File: src/rtl/stlb_pkg.sv
// Shared constants and controller/datapath interface types of the TLB.
package stlb_pkg;

   localparam int SET_COUNT  = 16;
   localparam int NUM_WAYS   = 4;
   localparam int ADDR_WIDTH = 32;

   localparam int VADDR_W  = 32;
   localparam int PHYS_W   = 32;
   localparam int CNT_W    = 32;
   localparam int PAGE_W   = 28;
   localparam int TAG_W    = 28;
   localparam int OFFCFG_W = 5;

   localparam int SET_W    = (SET_COUNT > 1) ? $clog2(SET_COUNT) : 1;
   // Index bits are floor(log2(SET_COUNT)).
   localparam int IDX_BITS = $clog2(SET_COUNT + 1) - 1;
   localparam int WAY_W    = (NUM_WAYS > 1) ? $clog2(NUM_WAYS) : 1;
   localparam int AGE_W    = WAY_W;
   localparam int SHIFT_W  = 6;
   localparam int WIDE_W   = ADDR_WIDTH + PAGE_W;

   localparam logic [OFFCFG_W-1:0] OFFSET_RESET = OFFCFG_W'(12);
   localparam logic [OFFCFG_W-1:0] OFFSET_MIN   = OFFCFG_W'(4);
   localparam logic [OFFCFG_W-1:0] OFFSET_MAX   = OFFCFG_W'(16);

   localparam logic MODE_TRANSLATE  = 1'b0;
   localparam logic MODE_INVALIDATE = 1'b1;

   typedef struct packed {
      logic capture;     // latch the request and read its set
      logic inv_read;    // read the row under the sweep counter
      logic inv_clear;   // clear matching entries of that row, advance sweep
      logic xlate_done;  // finish a translation and load the result
      logic inv_done;    // load the result of an invalidation
   } stlb_cmd_type;

   typedef struct packed {
      logic walk_last;
   } stlb_status_type;

endpackage

File: src/rtl/stlb_ctrl.sv
// Controller state machine of the TLB: handshakes and datapath sequencing.
module stlb_ctrl import stlb_pkg::*; (
   input  logic            clock,
   input  logic            reset,
   input  logic            req_valid,
   input  logic            req_mode,
   output logic            req_stall,
   output logic            rsp_valid,
   input  logic            rsp_stall,
   output stlb_cmd_type    cmd,
   input  stlb_status_type status
);

   typedef enum logic [2:0] {
      ST_IDLE,
      ST_XLATE,
      ST_INV_READ,
      ST_INV_CLEAR,
      ST_INV_DONE
   } state_type;

   state_type state_ff, state_in;
   logic      rsp_valid_ff, rsp_valid_in;
   logic      out_free;

   // The output register can take a new result if it is empty or is being
   // transferred out in this cycle.
   assign out_free  = !rsp_valid_ff || !rsp_stall;
   assign req_stall = (state_ff != ST_IDLE);
   assign rsp_valid = rsp_valid_ff;

   always_comb begin
      cmd          = '0;
      state_in     = state_ff;
      rsp_valid_in = rsp_valid_ff && rsp_stall;
      case (state_ff)
         ST_IDLE: begin
            if (req_valid) begin
               cmd.capture = 1'b1;
               state_in    = (req_mode == MODE_INVALIDATE) ? ST_INV_READ : ST_XLATE;
            end
         end
         ST_XLATE: begin
            if (out_free) begin
               cmd.xlate_done = 1'b1;
               rsp_valid_in   = 1'b1;
               state_in       = ST_IDLE;
            end
         end
         ST_INV_READ: begin
            cmd.inv_read = 1'b1;
            state_in     = ST_INV_CLEAR;
         end
         ST_INV_CLEAR: begin
            cmd.inv_clear = 1'b1;
            state_in      = status.walk_last ? ST_INV_DONE : ST_INV_READ;
         end
         ST_INV_DONE: begin
            if (out_free) begin
               cmd.inv_done = 1'b1;
               rsp_valid_in = 1'b1;
               state_in     = ST_IDLE;
            end
         end
         default: begin
            state_in = ST_IDLE;
         end
      endcase
   end

   always_ff @(posedge clock) begin
      if (reset) begin
         state_ff     <= ST_IDLE;
         rsp_valid_ff <= 1'b0;
      end else begin
         state_ff     <= state_in;
         rsp_valid_ff <= rsp_valid_in;
      end
   end

endmodule

File: config.mk
export PLATFORM = sky130hd
export DESIGN_NAME = stlb_ctrl
export DESIGN_NICKNAME = d
export VERILOG_FILES = /design/src/rtl/stlb_pkg.sv /design/src/rtl/stlb_ctrl.sv
export SDC_FILE = /design/constraint.sdc
export NUM_CORES = 1
export LEC_CHECK = 0
export BUFFER_PORTS_ARGS = -buffer_cell sky130_fd_sc_hd__buf_2
export CAP_MARGIN = 30
export CELL_PAD_IN_SITES_DETAIL_PLACEMENT = 0
export CELL_PAD_IN_SITES_GLOBAL_PLACEMENT = 1
export CORE_AREA = 8 8 45 47
export CTS_BUF_LIST = sky130_fd_sc_hd__clkbuf_8 sky130_fd_sc_hd__clkbuf_16
export CTS_CLUSTER_DIAMETER = 100
export DETAILED_ROUTE_END_ITERATION = 6
export DIE_AREA = 0 0 53 55
export GPL_TIMING_DRIVEN = 0
export PLACE_DENSITY_LB_ADDON = 0.1
export SLEW_MARGIN = 20
export SYNTH_ARGS = -nofsm -noshare
export SYNTH_HDL_FRONTEND = slang
export SYNTH_SLANG_ARGS = --single-unit
File: constraint.sdc
create_clock -name clock -period 1.1 [get_ports clock]
set_input_delay 0.22 -clock clock [delete_from_list [all_inputs] [get_ports clock]]
set_output_delay 0.22 -clock clock [all_outputs]
set_load 0.005 [all_outputs]
# After elaboration in Yosys (flattened, before gate mapping)
# Cells that the tools add are included.
# W data, S select, Z words.
# totals
output_inout_bits	7
mem_bits_rw	0
mem_bits_ro	0
latchBits	0
mem_count	0
ff_bits	4
wordCells	30
# classes
shift	0
div	0
add_sub_neg	0
multipliers	0
n_reduce_logical	8
mux	14
n_eq_ne	6
order_cmp	0
n_bitwise	0
# op_table
op	count
$pmux W3 S4	1
$mux W1	9
$mux W3	3
$eq A3 B2 Y1 const B	2
$eq A3 B1 Y1 const B	1
$eq A3 B3 Y1 const B	1
$logic_not A3 Y1	1
$reduce_bool A3 Y1	1
$logic_not A1 Y1	2
$mux W2	1
$ne A2 B1 Y1 const B	1
$ne A2 B2 Y1 const B	1
$reduce_and A2 Y1	1
$reduce_or A2 Y1	1
$logic_and A1 B1 Y1	1
$logic_or A1 B1 Y1	1

# Depth between registers and ports, before layout
# depth
depth_word	4
ltp_mapped	4
ltp_nobuf	3

# Least setup slack after synthesis
# Ideal clock, no wire load.
# synth_path
kind	register -> output
from	register state_ff[0]
to	output cmd[4] in the netlist's numbering
arrival_time_ns	0.886
setup_slack_ns	-0.006
path_stages_with_launch	4
required_time_ns	0.880
n_path_buf	1
path_cell_list	dfxtp_1 -> buf_6 -> or3_4 -> nor2_2
# synth_lines
element	line	rtl
start, declared	stlb_ctrl.sv:22	state_type state_ff, state_in;
start signal, assigned	stlb_ctrl.sv:76	state_ff <= state_in;
end, declared	stlb_ctrl.sv:10	output stlb_cmd_type cmd,

==> qor.yml <==
hp-class: "in2reg"
rsz0062_at_grt: "true"
status: "finished with violations"
place_ws_ps: -92.3
die_area_mm2: 0.00292
syn_nets: 34
irDropWorstVdd_mv: 0.619
vias: 256
dp_cells: 56
synth.ff_latch_count: 4
drv_cap: 0
antenna_found_initial: 0
clock-sinks: 4
syn_avg_cell_area_um2: 8.18
ioPinCount: 13
p_leak_nw: 0.186
htreeDepth: 1
wire_per_inst_um: 11.8
first_global_vias: 285
cts_tree: "built"
yosysUniqueCellTypes: 19
finalSetupViolCount: 6
grt_pass1_wl_mm: 1.19
synth-warning-count: 0
setup_slack_ps: -234
setup.worst_path.class: "reg2out"
clkTransAtPathRegs_ps: 30
timing.fmax_ghz: 0.750
cp_max_fo: 2
die_y_um: 55
max_slew_margin_pct: 88.2
grt_use_total_pct: 5.79
routabilityCongestion: 0.663
wl_um: 721
required_ps: 880
fin_skew_ps: 2.42
final_nets: 53
dr.pass1.iters: 4
grt_max_degree: 9
finalSetupTns_ps: -943
syn_inst: 28
violations: "negative setup slack"
worstSetupStartpointType: "flop"
worst_pin_slew_ps: 177
end_kind: "primary output"
port_buffers: 12
drcViolationCount: 0
crit_arrival_ps: 1110
n_antenna_cell: 0
drive_gt1_share_pct: 60.0
start_util_pct: 16.5
holdBufCountCts: 0
grt-ovfl-total: 0
synth_area_um2: 229
vias_per_cell: 4.20
area_growth_pct: 70.5
fin_crit_ps: 1330
power_density_mw_per_mm2: 1570
fillers: 154
die-width_um: 53
ant_nets: 0
numCtsBuffers: 3
cts-root-to-sink-buffers: 2
cts_root_buffer: "clkbuf_8"
final_cells: 61
slew_violations: 0
core_mm2: 0.00138
clock_latency_ps: 210
ys_seq_area_share_pct: 35.0
hold_viol_final: 0
utilization_pct: 28.2
rows: 14
finalCritPeriodShare_pct: 121
first_iter_violations: 2
## flip-flops by register name, summed over array words and instances, names as in the netlist
| signal | cells |
|---|---|
| rsp_valid | 1 |
| state_ff | 3 |
## worst max-delay path, stage by stage, from the launching register on
cell and delay (ps):
dfxtp_4 330, or3_4 380, nor2_2 80, buf_2 110
## worst paths after layout
kind / from / to / slack [ps] / cells past startpoint
hold reg to reg: rsp_valid / state_ff[2] / 490 / 2
setup / recovery: state_ff[2] / cmd[4] / -230 / 3
hold / removal: reset / state_ff[2] / 190 / 2
setup reg to reg: state_ff[2] / state_ff[2] / 20 / 5
## cell families after synthesis
group | after synthesis | share of synthesized area (%)
xor+xnor | 1 | 3.83
buf+inv | 3 | 8.20
simple gates | 14 | 39.4
flops | 4 | 35.0
compound gates | 6 | 13.7
## per-stage QoR
step / power (mW) / hold WS, ps / cell area (um^2)
after global placement: 0.304 / 415 / 309
final: 0.615 / 187 / 390
after global routing: 0.658 / 191 / 390
after detailed placement: 0.304 / 422 / 309
after CTS: 0.615 / 189 / 370
after floorplan: 0.251 / 289 / 229
## area by class of cell
class                           instances  area [um^2]  area share [%]
Timing Repair Buffer                   15         88.8            22.8
Multi-Input combinational cell         21          144            36.9
Sequential cell                         4         88.8            22.8
Clock buffer                            3         41.3            10.6
Tap cell                               16         20.0            5.13
Inverter                                2         7.51            1.92
## synth_stat cells
cell type | n | area share [%]
nor3_1 | 1 | 2.2
and4b_2 | 1 | 4.9
o22ai_1 | 1 | 2.7
a21oi_1 | 2 | 4.4
dfxtp_1 | 4 | 35
inv_1 | 2 | 3.3
and3b_2 | 1 | 4.4
o21ai_0 | 2 | 4.4
and2_1 | 1 | 2.7
buf_6 | 1 | 4.9
nand2_1 | 2 | 3.3
nand4_1 | 1 | 2.7
and3_1 | 2 | 5.5
or3_4 | 1 | 4.9
xnor2_1 | 1 | 3.8
nor2_1 | 2 | 3.3
nor2_2 | 1 | 2.7
o21ai_1 | 1 | 2.2
nor2b_1 | 1 | 2.7
## what timing repair did
item                                   CTS  global route
setup endpoints to repair                6             6
pin swaps                                3             1
setup buffers                            2             1
endpoints found under the hold margin    0             0
cloned                                   0             0
gates resized for setup                  7             2
## layout by cell type (no fill, tap or decap)
cell and n:
buf_4 3, nor2b_1 1, nor2_2 2, clkbuf_8 3
buf_6 1, and3b_2 1, inv_1 2, buf_2 11
nor3_4 1, o22ai_1 1, dfxtp_1 1, o21ai_0 2
dfxtp_2 1, and2_1 1, or3_4 1, o21ai_1 1
xnor2_1 1, and4b_2 1, nand4_1 1, and3_1 2
nand2_1 2, a21oi_1 2, dfxtp_4 2, nor2_1 1
## report_power, final
part | internal (mW) | leakage [nW] | switching [mW] | total, mW
combinational | 0.0745 | 0.130 | 0.0592 | 0.134
sequential | 0.159 | 0.0346 | 0.0196 | 0.179
clock | 0.233 | 0.0216 | 0.0696 | 0.302
total | 0.466 | 0.186 | 0.148 | 0.615
## per-layer routing
metal / share of wire, % / vias to the layer above / global-route usage, %
met5: 0 / - / 0
met1: 48 / 112 / 5.62
met4: 0 / 0 / 5.17
li1: - / 134 / -
met2: 38 / 10 / 8.01
met3: 14 / 0 / 4.28
Note: power is estimated with default switching activity, not from simulation.
